File: src/hw/rtl/midi_mp_pkg.sv
// ----------------------------------------------------------------------------
// MIDI parser package
// Types, byte codes and helpers shared by the MIDI input parser.
// ----------------------------------------------------------------------------
`default_nettype none

package midi_mp_pkg;

  // parse state
  typedef enum logic [1:0] {
    MODE_IDLE  = 2'd0,
    MODE_DATA  = 2'd1,
    MODE_SYSEX = 2'd2
  } parse_mode_e;

  // decoded event kinds
  typedef enum logic [2:0] {
    KIND_NOTE_ON  = 3'd0,
    KIND_NOTE_OFF = 3'd1,
    KIND_KEY_PRES = 3'd2,
    KIND_CONTROL  = 3'd3,
    KIND_PROGRAM  = 3'd4,
    KIND_CHAN_PRES = 3'd5,
    KIND_BEND     = 3'd6
  } kind_e;

  // system byte codes
  localparam logic [7:0] BYTE_ACT_SENSE   = 8'hFE;
  localparam logic [7:0] BYTE_SYSEX_START = 8'hF0;
  localparam logic [7:0] BYTE_SYSEX_END   = 8'hF7;
  localparam logic [7:0] BYTE_MTC_QFRAME  = 8'hF1;
  localparam logic [7:0] BYTE_SONG_POS    = 8'hF2;
  localparam logic [7:0] BYTE_SONG_SEL    = 8'hF3;
  localparam logic [3:0] NIB_SYSTEM       = 4'hF;

  // channel status high nibbles
  localparam logic [3:0] STAT_NOTE_OFF  = 4'h8;
  localparam logic [3:0] STAT_NOTE_ON   = 4'h9;
  localparam logic [3:0] STAT_KEY_PRES  = 4'hA;
  localparam logic [3:0] STAT_CONTROL   = 4'hB;
  localparam logic [3:0] STAT_PROGRAM   = 4'hC;
  localparam logic [3:0] STAT_CHAN_PRES = 4'hD;
  localparam logic [3:0] STAT_BEND      = 4'hE;

  // note-on with zero velocity reports this release velocity
  localparam logic [13:0] NOTE_OFF_VEL = 14'd64;

  // one decoded event
  typedef struct packed {
    logic [7:0]  synth_tag;
    kind_e       event_kind;
    logic [3:0]  channel;
    logic [7:0]  first_data;
    logic [13:0] event_value;
  } event_t;

  // data bytes that follow a channel status
  function automatic logic [1:0] chan_len(logic [7:0] status);
    logic [1:0] len;
    len = ((status[7:4] == STAT_PROGRAM) || (status[7:4] == STAT_CHAN_PRES)) ? 2'd1 : 2'd2;
    return len;
  endfunction

endpackage

`default_nettype wire

File: src/hw/rtl/midi_mp_byte_if.sv
// ----------------------------------------------------------------------------
// MIDI byte channel
// Valid/ready channel that carries one received MIDI byte per request.
// ----------------------------------------------------------------------------
`default_nettype none

interface midi_mp_byte_if;
  logic       valid;
  logic       ready;
  logic [7:0] rx_byte;

  modport source (output valid, output rx_byte, input ready);
  modport sink   (input valid, input rx_byte, output ready);
endinterface

`default_nettype wire

File: src/hw/rtl/midi_mp_event_if.sv
// ----------------------------------------------------------------------------
// MIDI event channel
// Valid/ready channel that carries one decoded MIDI event per request.
// ----------------------------------------------------------------------------
`default_nettype none

interface midi_mp_event_if;
  logic        valid;
  logic        ready;
  logic [7:0]  synth_tag;
  logic [2:0]  event_kind;
  logic [3:0]  channel;
  logic [7:0]  first_data;
  logic [13:0] event_value;

  modport source (output valid, output synth_tag, output event_kind, output channel,
                  output first_data, output event_value, input ready);
  modport sink   (input valid, input synth_tag, input event_kind, input channel,
                  input first_data, input event_value, output ready);
endinterface

`default_nettype wire

File: src/hw/rtl/midi_mp_decode.sv
// ----------------------------------------------------------------------------
// MIDI message decoder
// Turns a finished channel message into one event; system messages give none.
// ----------------------------------------------------------------------------
`default_nettype none

module midi_mp_decode (
  input  logic [7:0]          status_i,
  input  logic [7:0]          data1_i,
  input  logic [7:0]          data2_i,
  input  logic [7:0]          synth_id_i,
  output logic                hit_o,
  output midi_mp_pkg::event_t event_o
);
  import midi_mp_pkg::*;

  // per-status field selection
  always_comb begin
    hit_o                = 1'b1;
    event_o.synth_tag    = synth_id_i;
    event_o.event_kind   = KIND_NOTE_ON;
    event_o.channel      = status_i[3:0];
    event_o.first_data   = data1_i;
    event_o.event_value  = {6'd0, data2_i};
    unique case (status_i[7:4])
      STAT_NOTE_ON: begin
        if (data2_i == 8'd0) begin
          event_o.event_kind  = KIND_NOTE_OFF;
          event_o.event_value = NOTE_OFF_VEL;
        end
      end
      STAT_NOTE_OFF: event_o.event_kind = KIND_NOTE_OFF;
      STAT_KEY_PRES: event_o.event_kind = KIND_KEY_PRES;
      STAT_CONTROL:  event_o.event_kind = KIND_CONTROL;
      STAT_PROGRAM: begin
        event_o.event_kind  = KIND_PROGRAM;
        event_o.event_value = 14'd0;
      end
      STAT_CHAN_PRES: begin
        event_o.event_kind  = KIND_CHAN_PRES;
        event_o.first_data  = 8'd0;
        event_o.event_value = {6'd0, data1_i};
      end
      STAT_BEND: begin
        event_o.event_kind  = KIND_BEND;
        event_o.first_data  = 8'd0;
        event_o.event_value = {data2_i[6:0], data1_i[6:0]};
      end
      default: hit_o = 1'b0;
    endcase
  end

endmodule

`default_nettype wire

File: src/hw/rtl/midi_input_message_parser_core.sv
// Path: the last byte of a message is held in the byte register, and its event
//   is then registered in the event register, where it waits for the sink.
// Throughput: one byte per cycle unless the event output stalls; the byte register
//   and the event register form two stages, and the parse state moves as each byte advances.
// Active sensing bytes are dropped at the input register.
// Reset: parser idle, no running status, synth id zero, no event pending.
// ----------------------------------------------------------------------------
// MIDI input message parser core
// Running-status MIDI byte parser that emits one decoded event per channel message.
// ----------------------------------------------------------------------------
`default_nettype none

module midi_input_message_parser_core (
  input  logic              clk_i,
  input  logic              rst_ni,
  input  logic              cfg_we_i,
  input  logic [7:0]        cfg_wdata_i,
  midi_mp_byte_if.sink      rx_i,
  midi_mp_event_if.source   ev_o
);
  import midi_mp_pkg::*;

  logic [7:0]  synth_q;

  logic        s1_valid_q, s1_valid_d;
  logic [7:0]  s1_byte_q;
  logic        rx_req;
  logic        advance;

  parse_mode_e mode_q, mode_d;
  logic [1:0]  left_q, left_d;
  logic [1:0]  fill_q, fill_d;
  logic [7:0]  rs_q, rs_d;
  logic [7:0]  buf_q [3];
  logic [7:0]  buf_d [3];

  logic        dec_en;
  logic        dec_hit;
  event_t      dec_ev;

  logic        out_valid_q, out_valid_d;
  event_t      out_ev_q;

  // configuration register
  always_ff @(posedge clk_i or negedge rst_ni) begin
    if (!rst_ni) begin
      synth_q <= 8'd0;
    end else if (cfg_we_i) begin
      synth_q <= cfg_wdata_i;
    end
  end

  // input handshake
  assign advance    = s1_valid_q && (!out_valid_q || ev_o.ready);
  assign rx_i.ready = !s1_valid_q || advance;
  assign rx_req     = rx_i.valid && rx_i.ready;

  always_comb begin
    s1_valid_d = s1_valid_q;
    if (rx_req) begin
      s1_valid_d = (rx_i.rx_byte != BYTE_ACT_SENSE);
    end else if (advance) begin
      s1_valid_d = 1'b0;
    end
  end

  // input register
  always_ff @(posedge clk_i or negedge rst_ni) begin
    if (!rst_ni) begin
      s1_valid_q <= 1'b0;
    end else begin
      s1_valid_q <= s1_valid_d;
    end
  end

  always_ff @(posedge clk_i) begin
    if (rx_req) begin
      s1_byte_q <= rx_i.rx_byte;
    end
  end

  // parse state update
  always_comb begin
    mode_d = mode_q;
    left_d = left_q;
    fill_d = fill_q;
    rs_d   = rs_q;
    buf_d  = buf_q;
    dec_en = 1'b0;
    unique case (mode_q)
      MODE_DATA: begin
        if (fill_q != 2'd3) begin
          buf_d[fill_q] = s1_byte_q;
          fill_d        = fill_q + 2'd1;
        end
        if (left_q != 2'd0) begin
          left_d = left_q - 2'd1;
        end
        if (left_d == 2'd0) begin
          mode_d = MODE_IDLE;
          dec_en = 1'b1;
          fill_d = 2'd0;
        end
      end
      MODE_SYSEX: begin
        if (s1_byte_q == BYTE_SYSEX_END) begin
          mode_d = MODE_IDLE;
          left_d = 2'd0;
          fill_d = 2'd0;
        end
      end
      default: begin
        mode_d = MODE_IDLE;
        if (s1_byte_q[7]) begin
          if (s1_byte_q[7:4] == NIB_SYSTEM) begin
            if (s1_byte_q == BYTE_SYSEX_START) begin
              mode_d = MODE_SYSEX;
            end else if (s1_byte_q == BYTE_MTC_QFRAME || s1_byte_q == BYTE_SONG_SEL ||
                         s1_byte_q == BYTE_SONG_POS) begin
              mode_d   = MODE_DATA;
              fill_d   = 2'd1;
              left_d   = (s1_byte_q == BYTE_SONG_POS) ? 2'd2 : 2'd1;
              buf_d[0] = s1_byte_q;
            end else begin
              buf_d[0] = s1_byte_q;
              fill_d   = 2'd0;
              left_d   = 2'd0;
            end
          end else begin
            mode_d   = MODE_DATA;
            fill_d   = 2'd1;
            left_d   = chan_len(s1_byte_q);
            buf_d[0] = s1_byte_q;
            rs_d     = s1_byte_q;
          end
        end else if (rs_q[7]) begin
          // running status
          buf_d[0] = rs_q;
          buf_d[1] = s1_byte_q;
          if (chan_len(rs_q) == 2'd1) begin
            left_d = 2'd0;
            fill_d = 2'd0;
            dec_en = 1'b1;
          end else begin
            mode_d = MODE_DATA;
            fill_d = 2'd2;
            left_d = 2'd1;
          end
        end
      end
    endcase
  end

  // parse state registers
  always_ff @(posedge clk_i or negedge rst_ni) begin
    if (!rst_ni) begin
      mode_q <= MODE_IDLE;
      left_q <= 2'd0;
      fill_q <= 2'd0;
      rs_q   <= 8'd0;
    end else if (advance) begin
      mode_q <= mode_d;
      left_q <= left_d;
      fill_q <= fill_d;
      rs_q   <= rs_d;
    end
  end

  // message buffer
  always_ff @(posedge clk_i) begin
    if (advance) begin
      buf_q <= buf_d;
    end
  end

  midi_mp_decode u_decode (
    .status_i   (buf_d[0]),
    .data1_i    (buf_d[1]),
    .data2_i    (buf_d[2]),
    .synth_id_i (synth_q),
    .hit_o      (dec_hit),
    .event_o    (dec_ev)
  );

  // result register
  always_comb begin
    out_valid_d = out_valid_q;
    if (advance) begin
      out_valid_d = dec_en && dec_hit;
    end else if (ev_o.ready) begin
      out_valid_d = 1'b0;
    end
  end

  always_ff @(posedge clk_i or negedge rst_ni) begin
    if (!rst_ni) begin
      out_valid_q <= 1'b0;
    end else begin
      out_valid_q <= out_valid_d;
    end
  end

  always_ff @(posedge clk_i) begin
    if (advance) begin
      out_ev_q <= dec_ev;
    end
  end

  // output channel
  assign ev_o.valid       = out_valid_q;
  assign ev_o.synth_tag   = out_ev_q.synth_tag;
  assign ev_o.event_kind  = out_ev_q.event_kind;
  assign ev_o.channel     = out_ev_q.channel;
  assign ev_o.first_data  = out_ev_q.first_data;
  assign ev_o.event_value = out_ev_q.event_value;

endmodule

`default_nettype wire

File: src/flat_wrapper.sv
// flat-port wrapper written by rule: the top's interface ports become plain ports
module midi_input_message_parser_core_flat import midi_mp_pkg::*;
  (clk_i, rst_ni, cfg_we_i, cfg_wdata_i, rx_i_valid, rx_i_rx_byte, rx_i_ready, ev_o_valid, ev_o_synth_tag, ev_o_event_kind, ev_o_channel, ev_o_first_data, ev_o_event_value, ev_o_ready);
  midi_mp_byte_if rx_i_i ();
  midi_mp_event_if ev_o_i ();
  input  logic clk_i;
  input  logic rst_ni;
  input  logic cfg_we_i;
  input  logic [7:0] cfg_wdata_i;
  input wire logic [$bits(rx_i_i.valid)-1:0] rx_i_valid;
  input wire logic [$bits(rx_i_i.rx_byte)-1:0] rx_i_rx_byte;
  output wire logic [$bits(rx_i_i.ready)-1:0] rx_i_ready;
  output wire logic [$bits(ev_o_i.valid)-1:0] ev_o_valid;
  output wire logic [$bits(ev_o_i.synth_tag)-1:0] ev_o_synth_tag;
  output wire logic [$bits(ev_o_i.event_kind)-1:0] ev_o_event_kind;
  output wire logic [$bits(ev_o_i.channel)-1:0] ev_o_channel;
  output wire logic [$bits(ev_o_i.first_data)-1:0] ev_o_first_data;
  output wire logic [$bits(ev_o_i.event_value)-1:0] ev_o_event_value;
  input wire logic [$bits(ev_o_i.ready)-1:0] ev_o_ready;
  assign rx_i_i.valid = rx_i_valid;
  assign rx_i_i.rx_byte = rx_i_rx_byte;
  assign rx_i_ready = rx_i_i.ready;
  assign ev_o_valid = ev_o_i.valid;
  assign ev_o_synth_tag = ev_o_i.synth_tag;
  assign ev_o_event_kind = ev_o_i.event_kind;
  assign ev_o_channel = ev_o_i.channel;
  assign ev_o_first_data = ev_o_i.first_data;
  assign ev_o_event_value = ev_o_i.event_value;
  assign ev_o_i.ready = ev_o_ready;
  midi_input_message_parser_core u_core (.clk_i(clk_i), .rst_ni(rst_ni), .cfg_we_i(cfg_we_i), .cfg_wdata_i(cfg_wdata_i), .rx_i(rx_i_i), .ev_o(ev_o_i));
endmodule
File: config.mk
export PLATFORM = sky130hd
export DESIGN_NAME = midi_input_message_parser_core_flat
export DESIGN_NICKNAME = d
export VERILOG_FILES = /design/src/hw/rtl/midi_mp_pkg.sv /design/src/hw/rtl/midi_mp_byte_if.sv /design/src/hw/rtl/midi_mp_event_if.sv /design/src/hw/rtl/midi_mp_decode.sv /design/src/hw/rtl/midi_input_message_parser_core.sv /design/src/flat_wrapper.sv
export SDC_FILE = /design/constraint.sdc
export NUM_CORES = 1
export LEC_CHECK = 0
export BUFFER_PORTS_ARGS = -buffer_cell sky130_fd_sc_hd__buf_4
export CAP_MARGIN = 25
export CORE_ASPECT_RATIO = 0.6
export CORE_MARGIN = 8
export CORE_UTILIZATION = 55
export CTS_BUF_LIST = sky130_fd_sc_hd__clkbuf_8
export CTS_CLUSTER_SIZE = 24
export DETAILED_ROUTE_END_ITERATION = 10
export PLACE_DENSITY_LB_ADDON = 0.08
export SYNTH_ARGS = -nofsm -noshare
export SYNTH_HDL_FRONTEND = slang
export SYNTH_SLANG_ARGS = --single-unit
File: constraint.sdc
create_clock -name clk_i -period 2.9 [get_ports clk_i]
set_input_delay 0.145 -clock clk_i [delete_from_list [all_inputs] [get_ports clk_i]]
set_output_delay 0.145 -clock clk_i [all_outputs]
set_load 0.1 [all_outputs]
# == After elaboration in Yosys (flattened, before gate mapping) ==
# Cells that the tools add are included.
# totals
ff_bits,93
latchBits,0
ram_bits,0
romBits,0
in_bits,21
out_inout_bits,39
wordCells,127
mem_count,0
# op_classes
add_sub_neg,2
mul,0
div_mod_pow,0
order_cmp,2
eq_ne,26
n_shift,0
muxes,53
bitwise_logic,3
n_reduce_logical,25
# ops
cell,n
$mux 8,7
$pmux 14 s4,1
$eq 4x4->1 const B,12
$mux 2,23
$eq 8x8->1 const B,5
$pmux 16 s2,1
$bwmux 24,1
$mux 24,1
$pmux 3 s7,1
$demux 8 s2,1
$mux 16,1
$mux 1,12
$pmux 2 s2,3
$logic_not 8->1,1
$ne 8x8->1 const B,1
$reduce_and 4->1,2
$reduce_or 7->1,1
$logic_or 1x1->1,6
$reduce_bool 2->1,3
$ne 5x5->1 const B,1
$reduce_and 5->1,1
$eq 2x1->1 const B,2
$logic_and 1x1->1,4
$ne 2x1->1 const B,2
other kinds (15),18

# == Depth between registers and ports, before layout ==
# Gate-level depths: netlist of run 1.
# logic_depth
word_depth,13
depth_mapped,11
mapped_depth_nobuf,10

# == Cells and area by module ==
# Synthesis of run 1 repeated with hierarchy kept, for this count alone.
# hier_totals
hier_cells,337
hier_area_um2,4443.0
# modules_own_cells
mod,n_inst,cells_each,area_each_um2,seq_area_each_um2
midi_input_message_parser_core,1,273,3980.1,2672.6
midi_mp_decode,1,64,462.9,0.0

# == Worst setup path after synthesis of run 1 ==
# OpenSTA, ideal clock, no wires.
# synth_timing
path_kind,reg-to-reg
startpoint,register u_core.out_valid_q (netlist: u_core.ev_o.valid)
endpoint,register u_core.rs_q[4]
setup_time_ps,65
arrival_ps,2949
required_ps,2835
setup_slack_ps,-114
path_stages_with_launch,7
n_path_buf,0
period_less_slack_ps,3014
path_cell_list,dfrtp_1 > nand2b_1 > nand2_1 > inv_1 > nand3_1 > nor2b_1 > o22a_1
# synth_via
elab_chain_cells,4
# synth_rtl
element,line,rtl
from (decl),midi_input_message_parser_core.sv:41,"logic out_valid_q, out_valid_d;"
from (signal assigned),midi_input_message_parser_core.sv:199,out_valid_q <= out_valid_d;
$logic_not 1->1,midi_input_message_parser_core.sv:54,assign advance = s1_valid_q && (!out_valid_q || ev_o.ready);
$logic_or 1x1->1,midi_input_message_parser_core.sv:54,
$logic_and 1x1->1,midi_input_message_parser_core.sv:54,
named net u_core.advance,midi_input_message_parser_core.sv:28,logic advance;
$reduce_and 4->1 (no line),-,
to (signal assigned),midi_input_message_parser_core.sv:165,rs_q <= rs_d;
to (decl),midi_input_message_parser_core.sv:33,"logic [7:0] rs_q, rs_d;"
# The timed path passes the listed nets, and every way through them passes these cells.
# A chain may end at the register's enable or synchronous reset.

==> metrics.txt, run 1 <==
Slew headroom=56.7%; Core Util, Final=approximately two thirds; setup slack, reg-to-reg=0.26 ns; routed vias=3227; CTS buffer count=9; post-route ant nets=0; Clock Tree Root=clkbuf_8; pin count of the biggest net entering global routing=36; Ports=60; Worst Setup End Kind=flip-flop; DRT iter0 DRCs=approximately 350; Arr. time, crit path=about 2.7 ns; Slew @ Worst Pin=0.648 ns; clock sink total=between 80 and 90; global-route usage over all layers=18.9%; ANT cells=0; Most used DFF post-synth=edfxtp_1; # Post-CTS Setup Buffers=0; final hold vios=0; worst-path fanout max=10; Synth area leaders=edfxtp_1 (44%), dfrtp_1 (14%), mux2_2 (4.9%); Post-CTS Resized=0; Synth top area share=44.3%; average routed wire per standard cell=between 15 and 20 µm; Port Buffers=a little under 60; Syn Inst Count=374; cell family with most CP delay=compound AO/OA/AOI/OAI gates; M2 GR Usage=roughly a quarter; fin crit period=about 2.6 ns; Worst-path clk slew=~0.080 ns; reg2reg end=u_core.ev_o.first_data[1]$_SDFFCE_PP0P_; # Max-Cap Violations=0; # setup viols final=0; Post-CTS Hold Buffers=9; status=completed; Clock H-tree levels=3; CP required=around 3.0 ns; Nets=approximately 470; Horiz. Die Dim=132 µm; Setup crit start kind=flip-flop; Inst Count DP=between 500 and 600; most frequent cell after synthesis=edfxtp_1; Clock Path Buffers=2; Worst Setup EP=u_core.ev_o.first_data[1]$_SDFFCE_PP0P_; core box area=roughly 7800 µm²; top cells by count, synth=edfxtp_1 (65), nand2_1 (52), nor2_1 (25), dfrtp_1 (24), inv_1 (22); Reg area=approximately 2600 µm²; DP Wirelength=about 7400 µm; Final Max Tran Viols=0; Post-synth EDFFs=65; Post-Syn Area per Cell=between 10 and 15 µm²; fin cells=between 500 and 600; crit path cell chain=ha_1 > nand2b_1 > mux2_1 > nand2_1 > a2bb2oi_2 > nand2_1 > a21oi_2 > nor2_1; gr busiest metal=met1; Fin Hold WS=approximately 0.018 ns; CP Launch Point=u_core.fill_q[1]$_DFFE_PN0P_; Clock Latency Late Sink=about 0.36 ns; grt met1 use=between 20 and 30%; TNS Setup=0 ns; final WL=between 10000 and 15000 µm; area of the multi-input gates=roughly 1600 µm²; Rows=25; Buf/Inv on CP=0; starting density of the core=a little under three fifths; FILL cells=640; initial antenna violation count=0; fmax=about 380 MHz; drc violations=0; post-synthesis sequential area ratio=just under 60%; hold path start=cfg_wdata_i[6]; WS Path Type=reg2reg; CTS tree=built; post-DR vias/cell=a little under 6; total gr overflow=0; reg2reg start=u_core.fill_q[1]$_DFFE_PN0P_; Placer Congestion=just under 0.9; first-pass GRT wire length=between 15000 and 20000 µm; Async S/R FF share, synth=27.0%; cell repeated most along the worst path=nand2_1; Crit path depth=8; Yosys top cell by area=edfxtp_1; met3 usage=under 10%; Setup Skew=roughly 0.010 ns; max incr delay on CP=about 0.42 ns; synthesis warning total=0; Tcrit/Tclk final=around nine tenths; Post-Syn Nets=around 400; Slowest-stage cell, CP=dfrtp_1; share of post-route cells with drive strength above 1=between 20 and 30%; flops & latches, synth=89; die area=11200 µm²; area of the mapped netlist=around 4400 µm²; Syn-to-layout area delta=18.1%; RSZ-0062 raised after global routing=no; vias in the first global route=roughly 3200; Distinct cells, synth=52; reg2reg path depth=8; hold crit path type=in2reg; drt pass-1 iters=6; DIE HEIGHT=85.3 µm
==> worst register-to-register path, stage by stage (launching register included) <==
cell	delay, ns
dfrtp_1	0.42
ha_1	0.23
nand2b_1	0.38
mux2_1	0.32
nand2_1	0.06
a2bb2oi_2	0.32
nand2_1	0.14
a21oi_2	0.39
nor2_1	0.12
==> worst min path at each step <==
| stage | to | slack, ns | depth (start not counted) |
|---|---|---|---|
| 2_1_floorplan | u_core.ev_o.valid$_DFFE_PN0P_ | -0.15 | 0 |
| 3_3_place_gp | u_core.s1_valid_q$_DFFE_PN0P_ | 0.06 | 1 |
| 3_5_place_dp | u_core.synth_q[1]$_DFFE_PN0P_ | 0.07 | 1 |
| 4_1_cts | u_core.synth_q[4]$_DFFE_PN0P_ | 0.005 | 2 |
| 5_1_grt | u_core.synth_q[6]$_DFFE_PN0P_ | 0.0007 | 2 |
| 6_report | u_core.synth_q[6]$_DFFE_PN0P_ | 0.02 | 2 |
==> registers in the layout, summed over array words and instances (netlist names), named ones only <==
signal / cells
u_core.buf_q: 20
u_core.synth_q: 8
u_core.s1_byte_q: 8
u_core.ev_o.event_value: 14
u_core.left_q: 2
u_core.ev_o.event_kind: 3
u_core.ev_o.first_data: 8
u_core.ev_o.synth_tag: 8
u_core.fill_q: 2
u_core.s1_valid_q: 1
u_core.ev_o.valid: 1
u_core.rs_q: 8
u_core.mode_q: 2
==> metrics by stage <==
| step | setup WS, ns | area, µm² |
|---|---|---|
| after global routing | 0.113 | 5200 |
| after global placement | 0.419 | 4960 |
| after detailed placement | 0.297 | 4960 |
| final | 0.261 | 5200 |
| after CTS | 0.294 | 5200 |
| after floorplan | 0.0979 | 4410 |
==> routing by layer <==
layer	vias up	wire length (µm)
li1	1504	-
met1	1580	4990
met2	133	4300
met3	10	972
met4	0	97
met5	-	0
==> kinds of logic after synthesis <==
family	synth area share (%)
compound gates	13.9
mux	8.23
flops	57.9
simple gates	13.0
fa+ha+maj	1.70
buf+inv	5.19
==> placed cells by master, fill, tap and decap left out, drive strengths merged, types with 2 or more instances in the layout <==
cell         synthesis  final
a21o                 2      2
nand4b               2      2
a211o                2      2
buf                 18     74
or4b                 2      2
nor2                26     26
nand2b               6      6
clkbuf               9      9
o22ai                7      7
nor2b                3      3
nand3                9      9
o21ai               19     19
dfrtp               24     24
nor4                 2      2
clkinv               0      5
a2bb2oi              4      4
a21oi               12     12
o22a                 3      3
nand3b               2      2
mux2                23     23
nand4                4      4
and2                 4      4
a221oi              15     15
o211ai               5      5
dlygate4sd3          0      9
ha                   6      6
edfxtp              65     65
nand2               54     54
inv                 23     24
mux2i               10     10
a31o                 6      6
==> final cells by class <==
class | instances | area share [%]
multi-input combinational | 235 | 31.3
clock inverter | 7 | 0.577
tap | 108 | 2.60
timing repair buffer | 83 | 12.4
clock buffer | 9 | 2.38
sequential | 89 | 49.1
inverter | 23 | 1.73
Power of run 1 is not shown: default switching activity piles up to over one toggle a cycle in this logic, so the estimate is an artifact.
==> run 2: changes to the inputs <==
--- a/config.mk
+++ b/config.mk
@@ -13,7 +13,7 @@
 export CTS_BUF_LIST = sky130_fd_sc_hd__clkbuf_8
 export CTS_CLUSTER_SIZE = 24
 export DETAILED_ROUTE_END_ITERATION = 10
-export PLACE_DENSITY_LB_ADDON = 0.08
+export PLACE_DENSITY = 0.77
 export SYNTH_ARGS = -nofsm -noshare
 export SYNTH_HDL_FRONTEND = slang
 export SYNTH_SLANG_ARGS = --single-unit
==> run 2 against run 1 <==
Compared with the run above:
- critical endpoint is now u_core.ev_o.first_data[5]$_SDFFCE_PP0P_
- die area did not move
- largest cell class unchanged
- highest routed layer unchanged
- via count rose by 1.9%
- final area rose by 1.2%
- maximum frequency fell by 2.2%
- sequential share of layout area fell by 0.57 points
==> metrics.txt, run 2 (same netlist as run 1, synthesis figures left out) <==
status=completed; hold crit path type=in2reg; Horiz. Die Dim=between 100 and 150 µm; final WL=approximately 11000 µm; Clock Latency Late Sink=roughly 0.37 ns; Post-CTS Hold Buffers=11; TNS Setup=0 ns; commonest non-fill, non-tap cell in the layout=buf_4; Syn-to-layout area delta=19.4%; fin crit period=around 2.7 ns; DIE HEIGHT=85.3 µm; total gr overflow=0; max FFs per register=20; die area=~11000 µm²; # Post-CTS Setup Buffers=0; clock sink total=just under 90; CP required=about 3.0 ns; RSZ-0062 raised after global routing=no; pin count of the biggest net entering global routing=56; Setup Skew=approximately 0.010 ns; Core Util, Final=between 60% and 70%; share of post-route cells with drive strength above 1=between 20% and 30%; Rows=25; Tcrit/Tclk final=~93%; Slew @ Worst Pin=slightly above 0.7 ns; met3 WL=1150 µm; post-route ant nets=0; Nets=472; CTS buffer count=9; global-route usage over all layers=20.1%; WL met2=around 4600 µm; Arr. time, crit path=roughly 2.8 ns; Clock Path Buffers=2; Top Layer Used=met4; # Max-Cap Violations=0; CTS tree=built; Clock Tree Root=clkbuf_8; first-pass GRT wire length=around 18000 µm; # setup viols final=0; core box area=about 7800 µm²; Worst-path clk slew=0.08 ns; Port Buffers=just under 60; final hold vios=0; Post-CTS Resized=0; routed vias=3287; Placer Congestion=~0.87; Ports=60; initial antenna violation count=0; starting density of the core=~56%; Final Max Tran Viols=0; FILL cells=608; Slew headroom=between 50% and 60%; Top reg by flops=u_core.buf_q; vias in the first global route=between 3000 and 4000; Setup crit start kind=flip-flop; fmax=about 370 MHz; WS Path Type=reg2reg; drc violations=0; worst-path fanout max=10; Met1 Wirelength=5180 µm; drt pass-1 iters=5; Worst Setup End Kind=flip-flop; post-DR vias/cell=just under 6; ANT cells=0; average routed wire per standard cell=~20 µm; DP Wirelength=roughly 7800 µm; Clock H-tree levels=3; most frequent cells in the layout=buf_4 (75), edfxtp_1 (65), nand2_1 (52); DRT iter0 DRCs=349
==> run 2: changes by cell type in the layout (fill, tap and decap cells not counted) <==
cell           before  now
inv_1              23   24
buf_4              74   75
dlygate4sd3_1       9   12
clkinv_4            0    1
clkinv_2            3    0
clkinv_1            2    1
bufinv_16           0    1
==> run 2: path summary, 6_finish.rpt <==
kind | start | end | slack [ns] | cells past startpoint
max in group asynchronous | rst_ni | u_core.rs_q[3]$_DFFE_PN0P_ | 2.38 | 2
min in group asynchronous | rst_ni | u_core.synth_q[3]$_DFFE_PN0P_ | 0.23 | 2
worst min-delay path | rx_i_valid | u_core.s1_valid_q$_DFFE_PN0P_ | 0.01 | 3
worst max-delay path | u_core.fill_q[1]$_DFFE_PN0P_ | u_core.ev_o.first_data[5]$_SDFFCE_PP0P_ | 0.20 | 8
worst max register to register | u_core.fill_q[1]$_DFFE_PN0P_ | u_core.ev_o.first_data[5]$_SDFFCE_PP0P_ | 0.20 | 8
worst min register to register | u_core.synth_q[5]$_DFFE_PN0P_ | u_core.ev_o.synth_tag[5]$_DFFE_PP_ | 0.45 | 0
==> run 2: worst max-delay path, stage by stage (launching register included) <==
cell	delay, ns
dfrtp_1	0.42
ha_1	0.23
nand2b_1	0.38
mux2_1	0.31
nand2_1	0.06
a2bb2oi_2	0.35
nand2_1	0.16
a21oi_2	0.44
nor2_1	0.10
==> run 2: layout make-up <==
cell class	instances	area [µm²]	share of cell area [%]
Clock buffer	9	124	2.35
Clock inverter	6	53.8	1.02
Inverter	23	90.1	1.71
Multi-Input combinational cell	235	1630	30.9
Sequential cell	89	2550	48.5
Tap cell	108	135	2.57
Timing Repair Buffer	87	683	13.0
==> run 2: routing by layer <==
metal / vias up / track usage, %
li1: 1512 / -
met4: 0 / 5.08
met1: 1616 / 27.9
met5: - / 0
met2: 149 / 28.4
met3: 10 / 8.31
==> run 2: per-stage QoR <==
stage / hold WS, ns / std cells / worst slack (ns) / area (µm²)
global placement: 0.0794 / 530 / 0.309 / 4970
global route: 0.0110 / 557 / 0.000568 / 5270
detailed placement: 0.0859 / 530 / 0.210 / 4970
CTS: 0.00227 / 556 / 0.199 / 5260
floorplan: -0.151 / 374 / 0.0979 / 4410
finish: 0.0124 / 557 / 0.202 / 5270
Power of run 2 is left out for the same reason.
==> run 3: changes to the inputs <==
--- a/config.mk
+++ b/config.mk
@@ -5,6 +5,7 @@
 export SDC_FILE = /design/constraint.sdc
 export NUM_CORES = 1
 export LEC_CHECK = 0
+export ABC_AREA = 1
 export BUFFER_PORTS_ARGS = -buffer_cell sky130_fd_sc_hd__buf_4
 export CAP_MARGIN = 25
 export CORE_ASPECT_RATIO = 0.6
==> constraint.sdc (replaced) <==
create_clock -name clk_i -period 3.3 [get_ports clk_i]
set_input_delay 0.165 -clock clk_i [delete_from_list [all_inputs] [get_ports clk_i]]
set_output_delay 0.165 -clock clk_i [all_outputs]
set_load 0.1 [all_outputs]
==> run 3 against run 2 <==
Compared with the run above:
- synthesized cell count is 23% higher
- die area grew 0.41%
- count of clock-buffer cells in the layout grew 1
- via count rose by 7.0%
- final cell count increased by 15%
- core utilization shrank 0.68 points
- highest routed layer unchanged
==> metrics.txt, run 3 <==
Syn Inst Count=459; routed vias=3517; Clock Latency Late Sink=roughly 0.36 ns; Post-Syn Nets=around 490; # Post-CTS Setup Buffers=0; worst-path fanout max=24; synthesis warning total=0; most frequent cells in the layout=nand2_1 (109), edfxtp_1 (65), buf_4 (63); starting density of the core=between 50% and 60%; flops & latches, synth=89; pin count of the biggest net entering global routing=54; CTS tree=built; WS Path Type=reg2reg; # setup viols final=0; final hold vios=0; die area=11300 µm²; Post-Syn Area per Cell=between 9 and 10 µm²; Setup crit start kind=flip-flop; core box area=7850 µm²; drc violations=0; most frequent cell after synthesis=nand2_1; vias in the first global route=roughly 3400; Tcrit/Tclk final=77.8%; RSZ-0062 raised after global routing=no; fin crit period=approximately 2.6 ns; WL met2=around 4600 µm; Port Buffers=between 50 and 60; share of post-route cells with drive strength above 1=22.1%; post-DR vias/cell=between 5 and 6; drt pass-1 iters=5; post-route ant nets=0; hold crit path type=in2reg; max FFs per register=20; Worst Setup End Kind=flip-flop; Final Max Tran Viols=0; Clock Path Buffers=2; Top Layer Used=met4; Async S/R FF share, synth=a little over a quarter; Nets=between 500 and 600; ANT cells=0; final WL=between 10000 and 15000 µm; DP Wirelength=roughly 8400 µm; DRT iter0 DRCs=roughly 330; total gr overflow=0; Top reg by flops=u_core.buf_q; first-pass GRT wire length=18100 µm; status=completed; clock sink total=between 80 and 90; Post-synth EDFFs=between 60 and 70; top cells by count, synth=nand2_1 (109), edfxtp_1 (65), inv_1 (58), a21oi_1 (33), o21ai_0 (29); TNS Setup=0 ns; CTS buffer count=9; Horiz. Die Dim=roughly 130 µm; Clock H-tree levels=3; # Max-Cap Violations=0; Met1 Wirelength=between 5000 and 6000 µm; Setup Skew=0.00598 ns; global-route usage over all layers=20.7%; Slew headroom=between 40 and 50%; Most used DFF post-synth=edfxtp_1; Clock Tree Root=clkbuf_8; Distinct cells, synth=36; Syn-to-layout area delta=18.1%; DIE HEIGHT=85.5 µm; Slew @ Worst Pin=approximately 0.76 ns; area of the mapped netlist=between 4000 and 5000 µm²; met3 WL=around 1200 µm; Placer Congestion=~0.95; Arr. time, crit path=about 2.7 ns; Ports=60; fmax=390 MHz; average routed wire per standard cell=approximately 18 µm; post-synthesis sequential area ratio=between 50% and 60%; Synth top area share=roughly 44%; Worst-path clk slew=about 0.090 ns; commonest non-fill, non-tap cell in the layout=nand2_1; Yosys top cell by area=edfxtp_1; Rows=25; CP required=around 3.4 ns; initial antenna violation count=0; Synth area leaders=edfxtp_1 (44%), dfrtp_1 (14%), nand2_1 (9.2%)
## run 3: changes by cell type in the layout (fill, tap and decap cells not counted), sizes merged, moves of 10 or more
cell,change
nand2,+67
inv,+39
a21oi,+24
nand3,+19
a221oi,-15
mux2,-15
o21ai,+15
buf,-12
mux2i,-10
## run 3: layout make-up
| class | instances | area [µm²] |
|---|---|---|
| Multi-Input combinational cell | 289 | 1530 |
| Tap cell | 108 | 135 |
| Sequential cell | 89 | 2550 |
| Fill cell | 612 | 2620 |
| Clock inverter | 6 | 67.6 |
| Inverter | 64 | 243 |
| Clock buffer | 10 | 138 |
| Timing Repair Buffer | 72 | 563 |
## run 3: what timing repair did
| action | 4_1_cts | 5_1_grt |
|---|---|---|
| gates resized for setup | 0 | 0 |
| endpoints found under the hold margin | 32 | 0 |
| hold buffers | 9 | 0 |
## run 3: worst paths after layout
check / from / end / slack (ns) / depth (start not counted)
setup / recovery: u_core.mode_q[0]$_DFFE_PN0P_ / u_core.ev_o.first_data[0]$_SDFFCE_PP0P_ / 0.73 / 11
hold / removal: cfg_wdata_i[5] / u_core.synth_q[5]$_DFFE_PN0P_ / 0.03 / 2
setup reg to reg: u_core.mode_q[0]$_DFFE_PN0P_ / u_core.ev_o.first_data[0]$_SDFFCE_PP0P_ / 0.73 / 11
hold reg to reg: u_core.synth_q[0]$_DFFE_PN0P_ / u_core.ev_o.synth_tag[0]$_DFFE_PP_ / 0.45 / 0
max in group asynchronous: rst_ni / u_core.fill_q[1]$_DFFE_PN0P_ / 2.81 / 2
min in group asynchronous: rst_ni / u_core.synth_q[0]$_DFFE_PN0P_ / 0.24 / 2
## run 3: kinds of logic after synthesis
logic type | after synthesis | synth area share (%)
and+or+nand+nor | 184 | 19.4
AOI/OAI and AO/OA | 91 | 11.6
DFF | 89 | 57.6
buffers and inverters | 81 | 7.74
muxes | 8 | 2.03
adders and majority gates | 6 | 1.69
## run 3: worst max-delay path: stages, from the launching register on
cell     delay, ns
dfrtp_1       0.36
inv_1         0.06
ha_1          0.78
nand2_1       0.27
inv_1         0.20
nand2_1       0.07
nand2_1       0.09
nand2_1       0.07
nand2_1       0.13
nand2_2       0.14
nand2_1       0.11
inv_1         0.04
## run 3: layer usage
layer / GRT usage, % / up-vias
met5: 0 / -
met2: 28.5 / 175
met3: 7.93 / 13
met4: 5.80 / 0
met1: 29.3 / 1660
li1: - / 1669
## run 3: through the flow
step	hold WS [ns]	cell area [µm²]	cells	setup slack, ns	util, %
2_1_floorplan	-0.131	4430	459	0.280	-
3_3_place_gp	0.0786	4940	613	0.928	62.9
6_report	0.0316	5230	638	0.734	66.6
3_5_place_dp	0.0855	4940	613	0.817	62.9
4_1_cts	0.0187	5230	638	0.798	66.6
5_1_grt	0.0216	5230	638	0.547	66.6
Power of run 3 is left out for the same reason.
